**src/design/series_function_unit_macros.svh**
```systemverilog
// ----------------------------------------------------------------------------
// Series function unit: assertion macros
// Shared concurrent assertion forms, clocked on clk, idle during reset.
// ----------------------------------------------------------------------------
`ifndef SERIES_FUNCTION_UNIT_MACROS_SVH
`define SERIES_FUNCTION_UNIT_MACROS_SVH

// same-cycle implication
`define SFU_ASSERT_IMPL(name, ante, cons, msg) \
	name: assert property (@(posedge clk) disable iff (!arst_n) (ante) |-> (cons)) \
		else $error(msg);

// next-cycle implication
`define SFU_ASSERT_NEXT(name, ante, cons, msg) \
	name: assert property (@(posedge clk) disable iff (!arst_n) (ante) |=> (cons)) \
		else $error(msg);

`endif

```
**src/design/sfu_pkg.sv**
```systemverilog
// ----------------------------------------------------------------------------
// Series function unit package
// Field widths, function and status codes, datapath command and status types.
// ----------------------------------------------------------------------------
package sfu_pkg;

	localparam int CMD_W      = 3;
	localparam int OPND_W     = 32;
	localparam int VAL_W      = 40;
	localparam int STAT_W     = 2;
	localparam int USED_W     = 5;
	localparam int MAXT_W     = 4;
	localparam int THR_W      = 24;
	localparam int CFG_IDX_W  = 1;
	localparam int CFG_DATA_W = 24;

	// internal values: signed, magnitude held to 2^55 - 1
	localparam int INT_W  = 56;
	localparam int MAG_W  = 55;
	localparam int PART_W = 28;
	localparam int K_W    = 11;
	localparam int IDX_W  = 5;

	localparam logic [CFG_IDX_W-1:0] CFG_MAX_TERMS = 1'd0;
	localparam logic [CFG_IDX_W-1:0] CFG_THRESHOLD = 1'd1;

	typedef enum logic [CMD_W-1:0] {
		FN_EXP   = 3'd0,
		FN_SIN   = 3'd1,
		FN_COS   = 3'd2,
		FN_LOG1P = 3'd3,
		FN_SQRT  = 3'd4
	} fn_t;

	typedef enum logic [STAT_W-1:0] {
		ST_OK     = 2'd0,
		ST_SAT    = 2'd1,
		ST_DOMAIN = 2'd2
	} status_t;

	typedef enum logic [2:0] {
		OP_NONE,
		OP_INIT,
		OP_MUL,
		OP_DIV,
		OP_ADD,
		OP_MOVE,
		OP_FINAL
	} dp_op_t;

	typedef enum logic [3:0] {
		SRC_X,
		SRC_TERM,
		SRC_AUX,
		SRC_COEF,
		SRC_SUM,
		SRC_MRES,
		SRC_DRES,
		SRC_BIN,
		SRC_NUM
	} src_t;

	typedef enum logic [2:0] {
		DST_NONE,
		DST_TERM,
		DST_AUX,
		DST_COEF,
		DST_SUM
	} dst_t;

	typedef struct packed {
		dp_op_t            op;
		src_t              src_a;
		src_t              src_b;
		dst_t              dst;
		logic              neg;
		logic              shift;
		logic              den_x;
		logic [K_W-1:0]    k;
		logic [IDX_W-1:0]  idx;
		logic              domain;
		logic [USED_W-1:0] used;
	} dp_cmd_t;

	typedef struct packed {
		logic unit_done;
		logic term_big;
		logic coef_big;
		logic x_pos;
		logic out_busy;
	} dp_stat_t;

endpackage

```
**src/design/sfu_if.sv**
```systemverilog
// ----------------------------------------------------------------------------
// Series function unit channels
// Request (command, operand) and response (value, status, terms) channels.
// ----------------------------------------------------------------------------
interface sfu_req_if;
	import sfu_pkg::*;

	logic                     valid;
	logic                     ready;
	logic [CMD_W-1:0]         command;
	logic signed [OPND_W-1:0] operand;

	modport source (output valid, output command, output operand, input ready);
	modport sink (input valid, input command, input operand, output ready);
endinterface

interface sfu_rsp_if;
	import sfu_pkg::*;

	logic                    valid;
	logic                    ready;
	logic signed [VAL_W-1:0] value;
	logic [STAT_W-1:0]       status;
	logic [USED_W-1:0]       terms_used;

	modport source (output valid, output value, output status, output terms_used,
		input ready);
	modport sink (input valid, input value, input status, input terms_used,
		output ready);
endinterface

```
**src/design/sfu_mul.sv**
```systemverilog
// ----------------------------------------------------------------------------
// Series function unit: fixed-point multiplier
// Sign-magnitude (a*b) >> FRAC_BITS over four 28x28 partial products,
// truncated toward zero and saturated to the internal range.
// ----------------------------------------------------------------------------
module sfu_mul #(
	parameter int FRAC_BITS = 24
) (
	input  logic                       clk,
	input  logic                       arst_n,
	input  logic                       start,
	input  logic signed [sfu_pkg::INT_W-1:0] a,
	input  logic signed [sfu_pkg::INT_W-1:0] b,
	output logic                       busy,
	output logic                       done,
	output logic signed [sfu_pkg::INT_W-1:0] res,
	output logic                       sat
);
	import sfu_pkg::*;

	localparam int ACC_W = 4 * PART_W - 2;

	logic [2:0]              step_q;
	logic                    busy_q;
	logic                    done_q;
	logic [MAG_W-1:0]        ma_q;
	logic [MAG_W-1:0]        mb_q;
	logic                    neg_q;
	logic [2*PART_W-1:0]     prod_q;
	logic [1:0]              sh_q;
	logic [ACC_W-1:0]        acc_q;
	logic signed [INT_W-1:0] res_q;
	logic                    sat_q;

	logic [INT_W-1:0]  abs_a;
	logic [INT_W-1:0]  abs_b;
	logic [PART_W-1:0] a_part;
	logic [PART_W-1:0] b_part;
	logic [ACC_W-1:0]  addend;
	logic [ACC_W-1:0]  shifted;
	logic              ovf;
	logic [MAG_W-1:0]  mag;

	always_comb begin
		abs_a  = a[INT_W-1] ? INT_W'(-a) : INT_W'(a);
		abs_b  = b[INT_W-1] ? INT_W'(-b) : INT_W'(b);
		a_part = step_q[0] ? PART_W'(ma_q[MAG_W-1:PART_W]) : ma_q[PART_W-1:0];
		b_part = step_q[1] ? PART_W'(mb_q[MAG_W-1:PART_W]) : mb_q[PART_W-1:0];
		case (sh_q)
			2'd0: begin
				addend = ACC_W'(prod_q);
			end
			2'd1: begin
				addend = ACC_W'(prod_q) << PART_W;
			end
			default: begin
				addend = ACC_W'(prod_q) << (2 * PART_W);
			end
		endcase
		shifted = acc_q >> FRAC_BITS;
		ovf     = |shifted[ACC_W-1:MAG_W];
		mag     = ovf ? {MAG_W{1'b1}} : shifted[MAG_W-1:0];
	end

	always_ff @(posedge clk or negedge arst_n) begin
		if (!arst_n) begin
			step_q <= '0;
			busy_q <= 1'b0;
			done_q <= 1'b0;
		end else begin
			done_q <= 1'b0;
			if (start) begin
				step_q <= '0;
				busy_q <= 1'b1;
			end else if (busy_q) begin
				step_q <= step_q + 3'd1;
				if (step_q == 3'd5) begin
					busy_q <= 1'b0;
					done_q <= 1'b1;
				end
			end
		end
	end

	always_ff @(posedge clk) begin
		if (start) begin
			ma_q  <= abs_a[MAG_W-1:0];
			mb_q  <= abs_b[MAG_W-1:0];
			neg_q <= a[INT_W-1] ^ b[INT_W-1];
			acc_q <= '0;
		end else if (busy_q) begin
			if (step_q < 3'd4) begin
				prod_q <= a_part * b_part;
				sh_q   <= {1'b0, step_q[0]} + {1'b0, step_q[1]};
			end
			if (step_q != 3'd0 && step_q < 3'd5) begin
				acc_q <= acc_q + addend;
			end
			if (step_q == 3'd5) begin
				res_q <= neg_q ? -$signed({1'b0, mag}) : $signed({1'b0, mag});
				sat_q <= ovf;
			end
		end
	end

	assign busy = busy_q;
	assign done = done_q;
	assign res  = res_q;
	assign sat  = sat_q;
endmodule

```
**src/design/sfu_div.sv**
```systemverilog
// ----------------------------------------------------------------------------
// Series function unit: restoring divider
// Unsigned magnitude over a 32-bit divisor, one quotient bit per cycle,
// sign of the dividend reapplied, quotient saturated to the internal range.
// ----------------------------------------------------------------------------
module sfu_div #(
	parameter int FRAC_BITS = 24
) (
	input  logic                       clk,
	input  logic                       arst_n,
	input  logic                       start,
	input  logic [((32 + FRAC_BITS > 56) ? 32 + FRAC_BITS : 56)-1:0] dividend,
	input  logic                       neg,
	input  logic [31:0]                divisor,
	output logic                       busy,
	output logic                       done,
	output logic signed [sfu_pkg::INT_W-1:0] res,
	output logic                       sat
);
	import sfu_pkg::*;

	localparam int DW    = (32 + FRAC_BITS > 56) ? 32 + FRAC_BITS : 56;
	localparam int CNT_W = $clog2(DW + 1);

	logic [CNT_W-1:0]        cnt_q;
	logic                    busy_q;
	logic                    done_q;
	logic [DW-1:0]           quo_q;
	logic [31:0]             rem_q;
	logic [31:0]             den_q;
	logic                    neg_q;
	logic signed [INT_W-1:0] res_q;
	logic                    sat_q;

	logic [32:0]      trial;
	logic             fits;
	logic             ovf;
	logic [MAG_W-1:0] mag;

	always_comb begin
		trial = {rem_q, quo_q[DW-1]};
		fits  = trial >= {1'b0, den_q};
		ovf   = |quo_q[DW-1:MAG_W];
		mag   = ovf ? {MAG_W{1'b1}} : quo_q[MAG_W-1:0];
	end

	always_ff @(posedge clk or negedge arst_n) begin
		if (!arst_n) begin
			cnt_q  <= '0;
			busy_q <= 1'b0;
			done_q <= 1'b0;
		end else begin
			done_q <= 1'b0;
			if (start) begin
				cnt_q  <= CNT_W'(DW);
				busy_q <= 1'b1;
			end else if (busy_q) begin
				if (cnt_q != '0) begin
					cnt_q <= cnt_q - CNT_W'(1);
				end else begin
					busy_q <= 1'b0;
					done_q <= 1'b1;
				end
			end
		end
	end

	always_ff @(posedge clk) begin
		if (start) begin
			quo_q <= dividend;
			rem_q <= '0;
			den_q <= divisor;
			neg_q <= neg;
		end else if (busy_q) begin
			if (cnt_q != '0) begin
				rem_q <= fits ? 32'(trial - {1'b0, den_q}) : trial[31:0];
				quo_q <= {quo_q[DW-2:0], fits};
			end else begin
				res_q <= neg_q ? -$signed({1'b0, mag}) : $signed({1'b0, mag});
				sat_q <= ovf;
			end
		end
	end

	assign busy = busy_q;
	assign done = done_q;
	assign res  = res_q;
	assign sat  = sat_q;
endmodule

```
**src/design/sfu_dpath.sv**
```systemverilog
// ----------------------------------------------------------------------------
// Series function unit: datapath
// Working registers, saturating accumulator, shared multiplier and divider,
// and the result register toward the response channel.
// ----------------------------------------------------------------------------
module sfu_dpath #(
	parameter int FRAC_BITS = 24
) (
	input  logic                              clk,
	input  logic                              arst_n,
	input  sfu_pkg::dp_cmd_t                  cmd,
	output sfu_pkg::dp_stat_t                 stat,
	input  logic [sfu_pkg::CMD_W-1:0]         req_command,
	input  logic signed [sfu_pkg::OPND_W-1:0] req_operand,
	input  logic [sfu_pkg::THR_W-1:0]         threshold,
	output logic                              rsp_valid,
	input  logic                              rsp_ready,
	output logic signed [sfu_pkg::VAL_W-1:0]  rsp_value,
	output logic [sfu_pkg::STAT_W-1:0]        rsp_status,
	output logic [sfu_pkg::USED_W-1:0]        rsp_terms_used
);
	import sfu_pkg::*;

	localparam int DW = (32 + FRAC_BITS > 56) ? 32 + FRAC_BITS : 56;
	localparam logic signed [INT_W-1:0] ONE_V  = INT_W'(1) << FRAC_BITS;
	localparam logic signed [INT_W-1:0] HALF_V = INT_W'(1) << (FRAC_BITS - 1);
	localparam logic signed [INT_W:0]   POS_LIM = {2'b00, {MAG_W{1'b1}}};
	localparam logic signed [INT_W-1:0] OUT_HI  = {{(INT_W-VAL_W+1){1'b0}}, {(VAL_W-1){1'b1}}};
	localparam logic signed [INT_W-1:0] OUT_LO  = {{(INT_W-VAL_W+1){1'b1}}, {(VAL_W-1){1'b0}}};

	logic signed [INT_W-1:0] x_q;
	logic signed [INT_W-1:0] term_q;
	logic signed [INT_W-1:0] aux_q;
	logic signed [INT_W-1:0] coef_q;
	logic signed [INT_W-1:0] sum_q;
	logic                    sat_q;
	dst_t                    pend_dst_q;
	logic                    out_valid_q;
	logic signed [VAL_W-1:0] out_value_q;
	logic [STAT_W-1:0]       out_status_q;
	logic [USED_W-1:0]       out_used_q;

	logic signed [INT_W-1:0] val_a;
	logic signed [INT_W-1:0] val_b;
	logic signed [INT_W-1:0] num_v;
	logic signed [INT_W-1:0] bin_v;
	logic signed [INT_W-1:0] idx_m1;
	logic [INT_W-1:0]        abs_a;
	logic [DW-1:0]           dvd;
	logic [31:0]             den;
	logic signed [INT_W:0]   add_full;
	logic signed [INT_W-1:0] add_res;
	logic                    add_clip;
	logic                    wr_en;
	dst_t                    wr_dst;
	logic signed [INT_W-1:0] wr_val;
	logic                    sat_set;
	logic                    out_clip;
	logic signed [VAL_W-1:0] out_val;
	logic [INT_W-1:0]        term_abs;
	logic [INT_W-1:0]        coef_abs;

	logic                    mul_busy;
	logic                    mul_done;
	logic signed [INT_W-1:0] mul_res;
	logic                    mul_sat;
	logic                    div_busy;
	logic                    div_done;
	logic signed [INT_W-1:0] div_res;
	logic                    div_sat;

	function automatic logic signed [INT_W-1:0] pick(input src_t s);
		case (s)
			SRC_X:    return x_q;
			SRC_TERM: return term_q;
			SRC_AUX:  return aux_q;
			SRC_COEF: return coef_q;
			SRC_SUM:  return sum_q;
			SRC_MRES: return mul_res;
			SRC_DRES: return div_res;
			SRC_BIN:  return bin_v;
			SRC_NUM:  return num_v;
			default:  return x_q;
		endcase
	endfunction

	always_comb begin
		num_v  = ONE_V - x_q;
		idx_m1 = $signed(INT_W'(cmd.idx)) - $signed(INT_W'(1));
		bin_v  = HALF_V - (idx_m1 <<< FRAC_BITS);
		val_a  = pick(cmd.src_a);
		val_b  = pick(cmd.src_b);
		abs_a  = val_a[INT_W-1] ? INT_W'(-val_a) : INT_W'(val_a);
		dvd    = cmd.shift ? (DW'(abs_a[MAG_W-1:0]) << FRAC_BITS) : DW'(abs_a[MAG_W-1:0]);
		den    = cmd.den_x ? x_q[31:0] : 32'(cmd.k);

		// saturating accumulate into the running sum
		add_full = {sum_q[INT_W-1], sum_q} +
			(cmd.neg ? -{val_a[INT_W-1], val_a} : {val_a[INT_W-1], val_a});
		add_clip = (add_full > POS_LIM) || (add_full < -POS_LIM);
		if (add_full > POS_LIM) begin
			add_res = INT_W'(POS_LIM);
		end else if (add_full < -POS_LIM) begin
			add_res = INT_W'(-POS_LIM);
		end else begin
			add_res = add_full[INT_W-1:0];
		end

		wr_en   = 1'b1;
		wr_dst  = DST_NONE;
		wr_val  = val_a;
		sat_set = 1'b0;
		if (mul_done) begin
			wr_dst  = pend_dst_q;
			wr_val  = mul_res;
			sat_set = mul_sat;
		end else if (div_done) begin
			wr_dst  = pend_dst_q;
			wr_val  = div_res;
			sat_set = div_sat;
		end else if (cmd.op == OP_MOVE) begin
			wr_dst = cmd.dst;
		end else if (cmd.op == OP_ADD) begin
			wr_dst  = DST_SUM;
			wr_val  = add_res;
			sat_set = add_clip;
		end else begin
			wr_en = 1'b0;
		end

		out_clip = (sum_q > OUT_HI) || (sum_q < OUT_LO);
		if (sum_q > OUT_HI) begin
			out_val = OUT_HI[VAL_W-1:0];
		end else if (sum_q < OUT_LO) begin
			out_val = OUT_LO[VAL_W-1:0];
		end else begin
			out_val = sum_q[VAL_W-1:0];
		end

		term_abs = term_q[INT_W-1] ? INT_W'(-term_q) : INT_W'(term_q);
		coef_abs = coef_q[INT_W-1] ? INT_W'(-coef_q) : INT_W'(coef_q);
	end

	sfu_mul #(.FRAC_BITS(FRAC_BITS)) u_mul (
		.clk    (clk),
		.arst_n (arst_n),
		.start  (cmd.op == OP_MUL),
		.a      (val_a),
		.b      (val_b),
		.busy   (mul_busy),
		.done   (mul_done),
		.res    (mul_res),
		.sat    (mul_sat)
	);

	sfu_div #(.FRAC_BITS(FRAC_BITS)) u_div (
		.clk      (clk),
		.arst_n   (arst_n),
		.start    (cmd.op == OP_DIV),
		.dividend (dvd),
		.neg      (val_a[INT_W-1]),
		.divisor  (den),
		.busy     (div_busy),
		.done     (div_done),
		.res      (div_res),
		.sat      (div_sat)
	);

	always_ff @(posedge clk or negedge arst_n) begin
		if (!arst_n) begin
			out_valid_q <= 1'b0;
		end else begin
			if (cmd.op == OP_FINAL) begin
				out_valid_q <= 1'b1;
			end else if (rsp_ready) begin
				out_valid_q <= 1'b0;
			end
		end
	end

	always_ff @(posedge clk) begin
		if (cmd.op == OP_INIT) begin
			x_q    <= INT_W'(req_operand);
			coef_q <= ONE_V;
			sat_q  <= 1'b0;
			sum_q  <= (fn_t'(req_command) == FN_SQRT) ? ONE_V : '0;
			term_q <= (fn_t'(req_command) == FN_SIN || fn_t'(req_command) == FN_LOG1P)
				? INT_W'(req_operand) : ONE_V;
		end else begin
			if (sat_set) begin
				sat_q <= 1'b1;
			end
			if (wr_en) begin
				case (wr_dst)
					DST_TERM: term_q <= wr_val;
					DST_AUX:  aux_q  <= wr_val;
					DST_COEF: coef_q <= wr_val;
					DST_SUM:  sum_q  <= wr_val;
					default: begin
					end
				endcase
			end
		end
		if (cmd.op == OP_MUL || cmd.op == OP_DIV) begin
			pend_dst_q <= cmd.dst;
		end
		if (cmd.op == OP_FINAL) begin
			if (cmd.domain) begin
				out_value_q  <= '0;
				out_status_q <= ST_DOMAIN;
				out_used_q   <= '0;
			end else begin
				out_value_q  <= out_val;
				out_status_q <= (sat_q || out_clip) ? ST_SAT : ST_OK;
				out_used_q   <= cmd.used;
			end
		end
	end

	assign stat.unit_done = mul_done | div_done;
	assign stat.term_big  = term_abs > INT_W'(threshold);
	assign stat.coef_big  = coef_abs > INT_W'(threshold);
	assign stat.x_pos     = !x_q[INT_W-1] && (x_q != '0);
	assign stat.out_busy  = out_valid_q && !rsp_ready;

	assign rsp_valid      = out_valid_q;
	assign rsp_value      = out_value_q;
	assign rsp_status     = out_status_q;
	assign rsp_terms_used = out_used_q;

	`include "series_function_unit_macros.svh"

	`SFU_ASSERT_IMPL(a_one_unit, 1'b1, !(mul_busy && div_busy), "multiplier and divider both busy")
	`SFU_ASSERT_IMPL(a_final_slot, cmd.op == OP_FINAL, !out_valid_q || rsp_ready, "result overrun")
	`SFU_ASSERT_NEXT(a_final_shown, cmd.op == OP_FINAL, out_valid_q, "result not presented")
endmodule

```
**src/design/sfu_ctrl.sv**
```systemverilog
// ----------------------------------------------------------------------------
// Series function unit: controller
// Sequences each series term through the datapath: threshold check, add,
// multiply and divide, then the final scaling (sqrt only) and result write.
// ----------------------------------------------------------------------------
module sfu_ctrl #(
	parameter int TERM_LIMIT = 15
) (
	input  logic                        clk,
	input  logic                        arst_n,
	input  logic                        req_valid,
	output logic                        req_ready,
	input  logic [sfu_pkg::CMD_W-1:0]   req_command,
	input  logic [sfu_pkg::MAXT_W-1:0]  max_terms,
	output sfu_pkg::dp_cmd_t            cmd,
	input  sfu_pkg::dp_stat_t           stat
);
	import sfu_pkg::*;

	localparam logic [USED_W-1:0] USED_MAX = USED_W'(MAXT_W'('1)) + USED_W'(1);

	typedef enum logic [4:0] {
		S_IDLE,
		S_DISPATCH,
		S_X2,
		S_Q_UDIV,
		S_Q_MV,
		S_CHECK,
		S_T_ADD,
		S_T_MUL,
		S_T_DIV,
		S_L_DIV,
		S_L_ADD,
		S_L_MUL,
		S_Q_CMUL,
		S_Q_CDIV,
		S_Q_PMUL,
		S_Q_ADD,
		S_Q_PMUL2,
		S_Q_FMUL,
		S_FINAL,
		S_WAIT
	} state_t;

	state_t            state_q;
	state_t            ret_q;
	fn_t               fn_q;
	logic [IDX_W-1:0]  i_q;
	logic [USED_W-1:0] used_q;
	logic [IDX_W-1:0]  n_q;
	logic              domain_q;

	logic [IDX_W-1:0]  n_lim;
	logic [5:0]        tk;
	logic [11:0]       kprod;
	logic [K_W-1:0]    k_term;
	logic              go_on;
	fn_t               req_fn;

	always_comb begin
		req_fn = fn_t'(req_command);
		n_lim  = (32'(max_terms) > TERM_LIMIT) ? IDX_W'(TERM_LIMIT) : IDX_W'(max_terms);
		tk     = {i_q, 1'b0} + ((fn_q == FN_SIN) ? 6'd2 : 6'd1);
		kprod  = 12'(tk) * 12'(tk + 6'd1);
		k_term = (fn_q == FN_EXP) ? K_W'(i_q + IDX_W'(1)) : kprod[K_W-1:0];
		go_on  = (i_q <= n_q) && ((fn_q == FN_SQRT) ? stat.coef_big : stat.term_big);
	end

	always_comb begin
		cmd        = '0;
		cmd.op     = OP_NONE;
		cmd.src_a  = SRC_X;
		cmd.src_b  = SRC_X;
		cmd.dst    = DST_NONE;
		cmd.idx    = i_q;
		cmd.used   = used_q;
		cmd.domain = domain_q;
		req_ready  = 1'b0;
		case (state_q)
			S_IDLE: begin
				req_ready = 1'b1;
				if (req_valid) begin
					cmd.op = OP_INIT;
				end
			end
			S_X2: begin
				cmd.op  = OP_MUL;
				cmd.dst = DST_AUX;
			end
			S_Q_UDIV: begin
				cmd.op    = OP_DIV;
				cmd.src_a = SRC_NUM;
				cmd.shift = 1'b1;
				cmd.den_x = 1'b1;
				cmd.dst   = DST_AUX;
			end
			S_Q_MV: begin
				cmd.op    = OP_MOVE;
				cmd.src_a = SRC_AUX;
				cmd.dst   = DST_TERM;
			end
			S_T_ADD: begin
				cmd.op    = OP_ADD;
				cmd.src_a = SRC_TERM;
				cmd.neg   = (fn_q != FN_EXP) && i_q[0];
			end
			S_T_MUL: begin
				cmd.op    = OP_MUL;
				cmd.src_a = SRC_TERM;
				cmd.src_b = (fn_q == FN_EXP) ? SRC_X : SRC_AUX;
			end
			S_T_DIV: begin
				cmd.op    = OP_DIV;
				cmd.src_a = SRC_MRES;
				cmd.k     = k_term;
				cmd.dst   = DST_TERM;
			end
			S_L_DIV: begin
				cmd.op    = OP_DIV;
				cmd.src_a = SRC_TERM;
				cmd.k     = K_W'(i_q);
			end
			S_L_ADD: begin
				cmd.op    = OP_ADD;
				cmd.src_a = SRC_DRES;
				cmd.neg   = !i_q[0];
			end
			S_L_MUL: begin
				cmd.op    = OP_MUL;
				cmd.src_a = SRC_TERM;
				cmd.dst   = DST_TERM;
			end
			S_Q_CMUL: begin
				cmd.op    = OP_MUL;
				cmd.src_a = SRC_COEF;
				cmd.src_b = SRC_BIN;
			end
			S_Q_CDIV: begin
				cmd.op    = OP_DIV;
				cmd.src_a = SRC_MRES;
				cmd.k     = K_W'(i_q);
				cmd.dst   = DST_COEF;
			end
			S_Q_PMUL: begin
				cmd.op    = OP_MUL;
				cmd.src_a = SRC_COEF;
				cmd.src_b = SRC_TERM;
			end
			S_Q_ADD: begin
				cmd.op    = OP_ADD;
				cmd.src_a = SRC_MRES;
			end
			S_Q_PMUL2: begin
				cmd.op    = OP_MUL;
				cmd.src_a = SRC_TERM;
				cmd.src_b = SRC_AUX;
				cmd.dst   = DST_TERM;
			end
			S_Q_FMUL: begin
				cmd.op    = OP_MUL;
				cmd.src_a = SRC_SUM;
				cmd.dst   = DST_SUM;
			end
			S_FINAL: begin
				if (!stat.out_busy) begin
					cmd.op = OP_FINAL;
				end
			end
			default: begin
			end
		endcase
	end

	always_ff @(posedge clk or negedge arst_n) begin
		if (!arst_n) begin
			state_q  <= S_IDLE;
			ret_q    <= S_IDLE;
			fn_q     <= FN_EXP;
			i_q      <= '0;
			used_q   <= '0;
			n_q      <= '0;
			domain_q <= 1'b0;
		end else begin
			case (state_q)
				S_IDLE: begin
					if (req_valid) begin
						fn_q     <= req_fn;
						n_q      <= n_lim;
						domain_q <= 1'b0;
						i_q      <= (req_fn == FN_LOG1P || req_fn == FN_SQRT)
							? IDX_W'(1) : '0;
						used_q   <= (req_fn == FN_SQRT) ? USED_W'(1) : '0;
						state_q  <= S_DISPATCH;
					end
				end
				S_DISPATCH: begin
					case (fn_q)
						FN_EXP, FN_LOG1P: begin
							state_q <= S_CHECK;
						end
						FN_SIN, FN_COS: begin
							state_q <= S_X2;
						end
						FN_SQRT: begin
							if (stat.x_pos) begin
								state_q <= S_Q_UDIV;
							end else begin
								domain_q <= 1'b1;
								state_q  <= S_FINAL;
							end
						end
						default: begin
							domain_q <= 1'b1;
							state_q  <= S_FINAL;
						end
					endcase
				end
				S_X2: begin
					ret_q   <= S_CHECK;
					state_q <= S_WAIT;
				end
				S_Q_UDIV: begin
					ret_q   <= S_Q_MV;
					state_q <= S_WAIT;
				end
				S_Q_MV: begin
					state_q <= S_CHECK;
				end
				S_CHECK: begin
					if (go_on) begin
						case (fn_q)
							FN_LOG1P: state_q <= S_L_DIV;
							FN_SQRT:  state_q <= S_Q_CMUL;
							default:  state_q <= S_T_ADD;
						endcase
					end else begin
						state_q <= (fn_q == FN_SQRT) ? S_Q_FMUL : S_FINAL;
					end
				end
				S_T_ADD: begin
					state_q <= S_T_MUL;
				end
				S_T_MUL: begin
					ret_q   <= S_T_DIV;
					state_q <= S_WAIT;
				end
				S_T_DIV: begin
					i_q     <= i_q + IDX_W'(1);
					used_q  <= used_q + USED_W'(1);
					ret_q   <= S_CHECK;
					state_q <= S_WAIT;
				end
				S_L_DIV: begin
					ret_q   <= S_L_ADD;
					state_q <= S_WAIT;
				end
				S_L_ADD: begin
					state_q <= S_L_MUL;
				end
				S_L_MUL: begin
					i_q     <= i_q + IDX_W'(1);
					used_q  <= used_q + USED_W'(1);
					ret_q   <= S_CHECK;
					state_q <= S_WAIT;
				end
				S_Q_CMUL: begin
					ret_q   <= S_Q_CDIV;
					state_q <= S_WAIT;
				end
				S_Q_CDIV: begin
					ret_q   <= S_Q_PMUL;
					state_q <= S_WAIT;
				end
				S_Q_PMUL: begin
					ret_q   <= S_Q_ADD;
					state_q <= S_WAIT;
				end
				S_Q_ADD: begin
					state_q <= S_Q_PMUL2;
				end
				S_Q_PMUL2: begin
					i_q     <= i_q + IDX_W'(1);
					used_q  <= used_q + USED_W'(1);
					ret_q   <= S_CHECK;
					state_q <= S_WAIT;
				end
				S_Q_FMUL: begin
					ret_q   <= S_FINAL;
					state_q <= S_WAIT;
				end
				S_FINAL: begin
					// hold until the result register is free
					if (!stat.out_busy) begin
						state_q <= S_IDLE;
					end
				end
				S_WAIT: begin
					if (stat.unit_done) begin
						state_q <= ret_q;
					end
				end
				default: begin
					state_q <= S_IDLE;
				end
			endcase
		end
	end

	`include "series_function_unit_macros.svh"

	`SFU_ASSERT_NEXT(a_accept_dispatch, req_valid && req_ready, state_q == S_DISPATCH, "accept lost")
	`SFU_ASSERT_IMPL(a_used_bound, state_q == S_CHECK, used_q <= USED_MAX, "term count overflow")
	`SFU_ASSERT_NEXT(a_issue_waits, cmd.op == OP_MUL || cmd.op == OP_DIV, state_q == S_WAIT, "unit not awaited")
endmodule

```
**src/design/series_function_unit.sv**
```systemverilog
// ----------------------------------------------------------------------------
//  channel | role   | payload
//  req     | sink   | command (3b), operand (signed Q8.F, 32b)
//  rsp     | source | value (signed Q16.F, 40b), status (2b), terms_used (5b)
//  cfg     | write  | cfg_we, cfg_index (0 max_terms, 1 term_threshold), cfg_data
//
//  One item at a time. Each term runs its multiplies and divides in turn, its
//  cost set mostly by the bit-serial divider over a DW-bit dividend,
//  DW = max(56, 32 + FRAC_BITS).
//  The result register frees the request side while a response stalls.
//  Reset: async, active low; config returns to max_terms 10, threshold 17.
// ----------------------------------------------------------------------------
// Series function unit
// Power series evaluator for exp, sin, cos, log1p and sqrt on fixed point.
// ----------------------------------------------------------------------------
module series_function_unit #(
	parameter int FRAC_BITS  = 24,
	parameter int TERM_LIMIT = 15
) (
	input  logic                                 clk,
	input  logic                                 arst_n,
	sfu_req_if.sink                              req,
	sfu_rsp_if.source                            rsp,
	input  logic                                 cfg_we,
	input  logic [sfu_pkg::CFG_IDX_W-1:0]        cfg_index,
	input  logic [sfu_pkg::CFG_DATA_W-1:0]       cfg_data
);
	import sfu_pkg::*;

	logic [MAXT_W-1:0] max_terms_q;
	logic [THR_W-1:0]  threshold_q;
	dp_cmd_t           cmd;
	dp_stat_t          stat;

	always_ff @(posedge clk or negedge arst_n) begin
		if (!arst_n) begin
			max_terms_q <= MAXT_W'(10);
			threshold_q <= THR_W'(17);
		end else if (cfg_we) begin
			case (cfg_index)
				CFG_MAX_TERMS: max_terms_q <= cfg_data[MAXT_W-1:0];
				CFG_THRESHOLD: threshold_q <= cfg_data[THR_W-1:0];
				default: begin
				end
			endcase
		end
	end

	sfu_ctrl #(.TERM_LIMIT(TERM_LIMIT)) u_ctrl (
		.clk         (clk),
		.arst_n      (arst_n),
		.req_valid   (req.valid),
		.req_ready   (req.ready),
		.req_command (req.command),
		.max_terms   (max_terms_q),
		.cmd         (cmd),
		.stat        (stat)
	);

	sfu_dpath #(.FRAC_BITS(FRAC_BITS)) u_dpath (
		.clk            (clk),
		.arst_n         (arst_n),
		.cmd            (cmd),
		.stat           (stat),
		.req_command    (req.command),
		.req_operand    (req.operand),
		.threshold      (threshold_q),
		.rsp_valid      (rsp.valid),
		.rsp_ready      (rsp.ready),
		.rsp_value      (rsp.value),
		.rsp_status     (rsp.status),
		.rsp_terms_used (rsp.terms_used)
	);
endmodule
```
**src/flat_wrapper.sv**
```systemverilog
// flat-port wrapper written by rule: the top's interface ports become plain ports
module series_function_unit_flat import sfu_pkg::*;
#(
	parameter int FRAC_BITS  = 24,
	parameter int TERM_LIMIT = 15
)
  (clk, arst_n, cfg_we, cfg_index, cfg_data, req_valid, req_command, req_operand, req_ready, rsp_valid, rsp_value, rsp_status, rsp_terms_used, rsp_ready);
  sfu_req_if req_i ();
  sfu_rsp_if rsp_i ();
  input  logic clk;
  input  logic arst_n;
  input  logic cfg_we;
  input  logic [sfu_pkg::CFG_IDX_W-1:0] cfg_index;
  input  logic [sfu_pkg::CFG_DATA_W-1:0] cfg_data;
  input wire logic [$bits(req_i.valid)-1:0] req_valid;
  input wire logic [$bits(req_i.command)-1:0] req_command;
  input wire logic [$bits(req_i.operand)-1:0] req_operand;
  output wire logic [$bits(req_i.ready)-1:0] req_ready;
  output wire logic [$bits(rsp_i.valid)-1:0] rsp_valid;
  output wire logic [$bits(rsp_i.value)-1:0] rsp_value;
  output wire logic [$bits(rsp_i.status)-1:0] rsp_status;
  output wire logic [$bits(rsp_i.terms_used)-1:0] rsp_terms_used;
  input wire logic [$bits(rsp_i.ready)-1:0] rsp_ready;
  assign req_i.valid = req_valid;
  assign req_i.command = req_command;
  assign req_i.operand = req_operand;
  assign req_ready = req_i.ready;
  assign rsp_valid = rsp_i.valid;
  assign rsp_value = rsp_i.value;
  assign rsp_status = rsp_i.status;
  assign rsp_terms_used = rsp_i.terms_used;
  assign rsp_i.ready = rsp_ready;
  series_function_unit #(.FRAC_BITS(FRAC_BITS), .TERM_LIMIT(TERM_LIMIT)) u_core (.clk(clk), .arst_n(arst_n), .req(req_i), .rsp(rsp_i), .cfg_we(cfg_we), .cfg_index(cfg_index), .cfg_data(cfg_data));
endmodule
```
**config.mk**
```make
export PLATFORM = sky130hd
export DESIGN_NAME = series_function_unit_flat
export DESIGN_NICKNAME = d
export VERILOG_FILES = /design/src/design/sfu_pkg.sv /design/src/design/sfu_if.sv /design/src/design/sfu_mul.sv /design/src/design/sfu_div.sv /design/src/design/sfu_dpath.sv /design/src/design/sfu_ctrl.sv /design/src/design/series_function_unit.sv /design/src/flat_wrapper.sv
export VERILOG_INCLUDE_DIRS = /design/src /design/src/design
export SDC_FILE = /design/constraint.sdc
export NUM_CORES = 2
export LEC_CHECK = 0
export ABC_AREA = 1
export BUFFER_PORTS_ARGS = -buffer_cell sky130_fd_sc_hd__buf_2
export CORE_ASPECT_RATIO = 1.75
export CORE_MARGIN = 1.5
export CORE_UTILIZATION = 35
export CTS_CLUSTER_SIZE = 20
export DETAILED_ROUTE_END_ITERATION = 8
export SLEW_MARGIN = 0
export SYNTH_ARGS = -nofsm -noshare
export SYNTH_HDL_FRONTEND = slang
export SYNTH_SLANG_ARGS = --single-unit
```
**constraint.sdc**
```tcl
create_clock -name clk -period 8.09 [get_ports clk]
set_clock_uncertainty 0.15 [all_clocks]
set_input_delay 0.4045 -clock clk [delete_from_list [all_inputs] [get_ports clk]]
set_output_delay 0.4045 -clock clk [all_outputs]
set_load 0.05 [all_outputs]
```
==> load_flow_metrics.sql <==
INSERT INTO impl_metrics (metric_group, metric, value, unit) VALUES
('cells_and_area', 'proportion_of_layout_cells_with_a_drive_suffix_above_1', '0.157', ''),
('setup_path', 'reg2reg_from', 'u_core.u_dpath.u_mul.step_q[1]', ''),
('setup_path', 'critPathRequiredTime', '8390', 'ps'),
('route', 'ant_nets', '0', ''),
('grt', 'global_route_wire_length_before_repair', '710000', 'um'),
('floorplan', 'area_of_the_die', '269000', 'um2'),
('place', 'gp_congestion', '1.06', ''),
('yosys', 'post_synth_inst_count', '12700', ''),
('sta', 'final_period_minus_worst_setup_slack', '7860', 'ps'),
('sta', 'timing.final.max_slew_violations', '5', ''),
('yosys', 'synth_fa_ha_area_frac', '0.218', ''),
('place', 'port_buffers', '113', ''),
('floorplan', 'start_util', '0.351', ''),
('place', 'dp_hpwl', '439000', 'um'),
('yosys', 'synth_compound_area_frac', '0.120', ''),
('clock_tree', 'source_to_sink_clock_delay_at_the_later_pin_of_the_worst_skew_pair', '780', 'ps'),
('grt', 'grt_pass1_vias', '95100', ''),
('sta', 'finalSetupViolCount', '0', ''),
('clock_tree', 'cts_tree', 'yes', ''),
('cells_and_area', 'layout_commonest_cell', 'sky130_fd_sc_hd__nand2_1', ''),
('floorplan', 'floorplan.die.width', '393', 'um'),
('setup_path', 'worst-endpoint-arrival', '8170', 'ps'),
('cells_and_area', 'nNetsFinal', '15200', ''),
('setup_path', 'top_cell_family_by_delay_on_the_critical_path', 'adder cells', ''),
('setup_path', 'critical_path.n_buffers_inverters', '14', ''),
('yosys', 'synthSimpleGateAreaFrac', '0.237', ''),
('yosys', 'synth-main-ff-cell', 'sky130_fd_sc_hd__edfxtp_1', ''),
('setup_path', 'rr_worst_depth', '33', ''),
('status', 'status', 'finished with violations', ''),
('sta', 'hold_viol', '0', ''),
('route', 'drt-initial-drc-count', '8421', ''),
('setup_path', 'critical_path.endpoint', 'u_core.u_dpath.u_mul.prod_q[55]', ''),
('yosys', 'synthArstFlopShare', '0.0786', ''),
('route', 'route.final.wire_length', '517000', 'um'),
('cells_and_area', 'area.growth.synth_to_final', '21.3', '%'),
('floorplan', 'placeableCoreArea', '265000', 'um2'),
('floorplan', 'die_height', '685', 'um'),
('setup_path', 'ff2ff_setup_slack', '230', 'ps'),
('setup_path', 'timing.rr.end', 'u_core.u_dpath.u_mul.prod_q[55]', ''),
('clock_tree', 'clk_pin_slew', '80', 'ps'),
('yosys', 'muxShareOfSynthArea', '0.000350', ''),
('clock_tree', 'clock_tree.htree_level_count', '3', ''),
('cells_and_area', 'most-common-layout-cells', 'sky130_fd_sc_hd__nand2_1, sky130_fd_sc_hd__inv_1, sky130_fd_sc_hd__nor2_1, sky130_fd_sc_hd__buf_4, sky130_fd_sc_hd__a21oi_1', ''),
('yosys', 'syn_nets', '13900', ''),
('yosys', 'synthDistinctLibCells', '83', ''),
('grt', 'global_route_total_usage_across_every_layer', '0.379', ''),
('setup_path', 'worst_setup_path_end_kind', 'flop', ''),
('status', 'failed_checks', 'max-capacitance violations, max-slew violations', ''),
('grt', 'maximum_number_of_pins_on_one_net_before_global_route_repair', '118', ''),
('yosys', 'synth-edff-count', '622', ''),
('yosys', 'synth.ff_latch_count', '891', ''),
('clock_tree', 'ctsLongestPathBuffers', '3', ''),
('place', 'placed_cell_area', '107000', 'um2'),
('route', 'routed_wire_length_per_instance', '29.4', 'um'),
('yosys', 'synth_top_cells_by_area', 'sky130_fd_sc_hd__edfxtp_1, sky130_fd_sc_hd__fa_1, sky130_fd_sc_hd__nand2_1', ''),
('job', 'maxCapViolCount', '3', ''),
('grt', 'grt_remaining_overflow', '0', ''),
('sta', 'post-route-period-util', '0.972', ''),
('yosys', 'synth_warnings', '0', ''),
('route', 'remaining_drc_errors', '0', ''),
('setup_path', 'worstPathMaxFanout', '12', ''),
('floorplan', 'floorplan.rows', '250', ''),
('yosys', 'post_synth_instance_area', '92900', 'um2'),
('hold_path', 'min_delay_path_class', 'in -> async', ''),
('place', 'dp.cells', '17300', ''),
('sta', 'maximum_operating_frequency', '127', 'MHz'),
('setup_path', 'critical_path_cell_count', '33', ''),
('sta', 'worstMarginPinSlew', '1620', 'ps'),
('clock_tree', 'cts_buffers', '91', ''),
('sta', 'worst_hold_slack', '53.5', 'ps'),
('yosys', 'seq_area_frac_synth', '0.263', '');
==> worst min-delay path by stage <==
stage / slack, ps / from / endpoint
after detailed placement: 230 / arst_n / u_core.threshold_q[23]
after floorplan: -40 / arst_n / u_core.max_terms_q[0]
final: 50 / arst_n / u_core.threshold_q[20]
after global routing: 60 / arst_n / u_core.threshold_q[4]
after CTS: 20 / arst_n / u_core.threshold_q[4]
after global placement: 230 / arst_n / u_core.threshold_q[23]
==> synthesized netlist by cell type, types with 53 or more instances <==
library cell,number
sky130_fd_sc_hd__nand4_1,145
sky130_fd_sc_hd__nand3_1,410
sky130_fd_sc_hd__xor2_1,370
sky130_fd_sc_hd__nor2_1,1566
sky130_fd_sc_hd__nor3_1,147
sky130_fd_sc_hd__xnor2_1,127
sky130_fd_sc_hd__nand2_1,2770
sky130_fd_sc_hd__a31oi_1,97
sky130_fd_sc_hd__dfxtp_1,199
sky130_fd_sc_hd__o22ai_1,89
sky130_fd_sc_hd__a22oi_1,70
sky130_fd_sc_hd__a21oi_1,738
sky130_fd_sc_hd__clkbuf_1,326
sky130_fd_sc_hd__o21ai_1,57
sky130_fd_sc_hd__nor4_1,53
sky130_fd_sc_hd__dfrtp_1,66
sky130_fd_sc_hd__ha_1,506
sky130_fd_sc_hd__edfxtp_1,622
sky130_fd_sc_hd__or2_2,78
sky130_fd_sc_hd__inv_1,2281
sky130_fd_sc_hd__o21ai_0,635
sky130_fd_sc_hd__fa_1,697
==> sequential cells by signal, summed over array words and instances (netlist names), 6 cells and up <==
signal and cells:
u_core.threshold_q 24, u_core.u_dpath.aux_q 56, u_core.u_dpath.coef_q 56, u_core.u_dpath.rsp_value 40
u_core.u_dpath.sum_q 56, u_core.u_dpath.term_q 56, u_core.u_dpath.u_div.cnt_q 6, u_core.u_dpath.u_div.den_q 32
u_core.u_dpath.u_div.quo_q 56, u_core.u_dpath.u_div.rem_q 32, u_core.u_dpath.u_div.res 56, u_core.u_dpath.u_mul.acc_q 110
u_core.u_dpath.u_mul.ma_q 55, u_core.u_dpath.u_mul.mb_q 55, u_core.u_dpath.u_mul.prod_q 56, u_core.u_dpath.u_mul.res 56
u_core.u_dpath.x_q 32
==> per-stage QoR <==
step | utilization | worst slack, ps
floorplan | - | -21.1
detailed placement | 0.405 | -998
finish | 0.426 | 227
global route | 0.426 | -41.7
global placement | 0.405 | -1020
CTS | 0.420 | 3.31
==> repair_timing <==
item                                   CTS  global route
setup buffers                            6            27
setup endpoints to repair               98           247
endpoints found under the hold margin  134             0
hold buffers                            67             0
pin swaps                               10            71
gates resized for setup                 80           286
gates cloned                             0             4
==> logic make-up after synthesis <==
logic type	Yosys count
xor+xnor	497
simple gates	5322
compound gates	1961
flops	891
buf+inv	2788
mux	3
fa+ha+maj	1203
==> worst reg2reg max path: cells and delay by family, from the launching register on <==
kind	cells	cell delay, ps
and+or+nand+nor	5	710
buffers and inverters	14	1590
DFF	1	410
AOI/OAI and AO/OA	5	620
adders and majority gates	8	3900
xor gates and xnor gates	1	190
==> area by class of cell <==
cell class | instances | area, um2
Antenna cell | 35 | 87.6
Clock buffer | 116 | 2480
Clock inverter | 55 | 699
Fill cell | 28300 | 152000
Inverter | 2358 | 8870
Multi-Input combinational cell | 8986 | 59000
Sequential cell | 891 | 24400
Tap cell | 3528 | 4410
Timing Repair Buffer | 1593 | 12800
==> routing by layer <==
layer | up-vias | wire, um | track usage
li1 | 42800 | - | -
met1 | 46600 | 178000 | 0.405
met2 | 3860 | 250000 | 0.646
met3 | 1364 | 31400 | 0.0521
met4 | 26 | 58000 | 0.345
met5 | - | 181 | 0
Power is not shown: default switching activity piles up to over one toggle a cycle in this logic, so the estimate is an artifact.
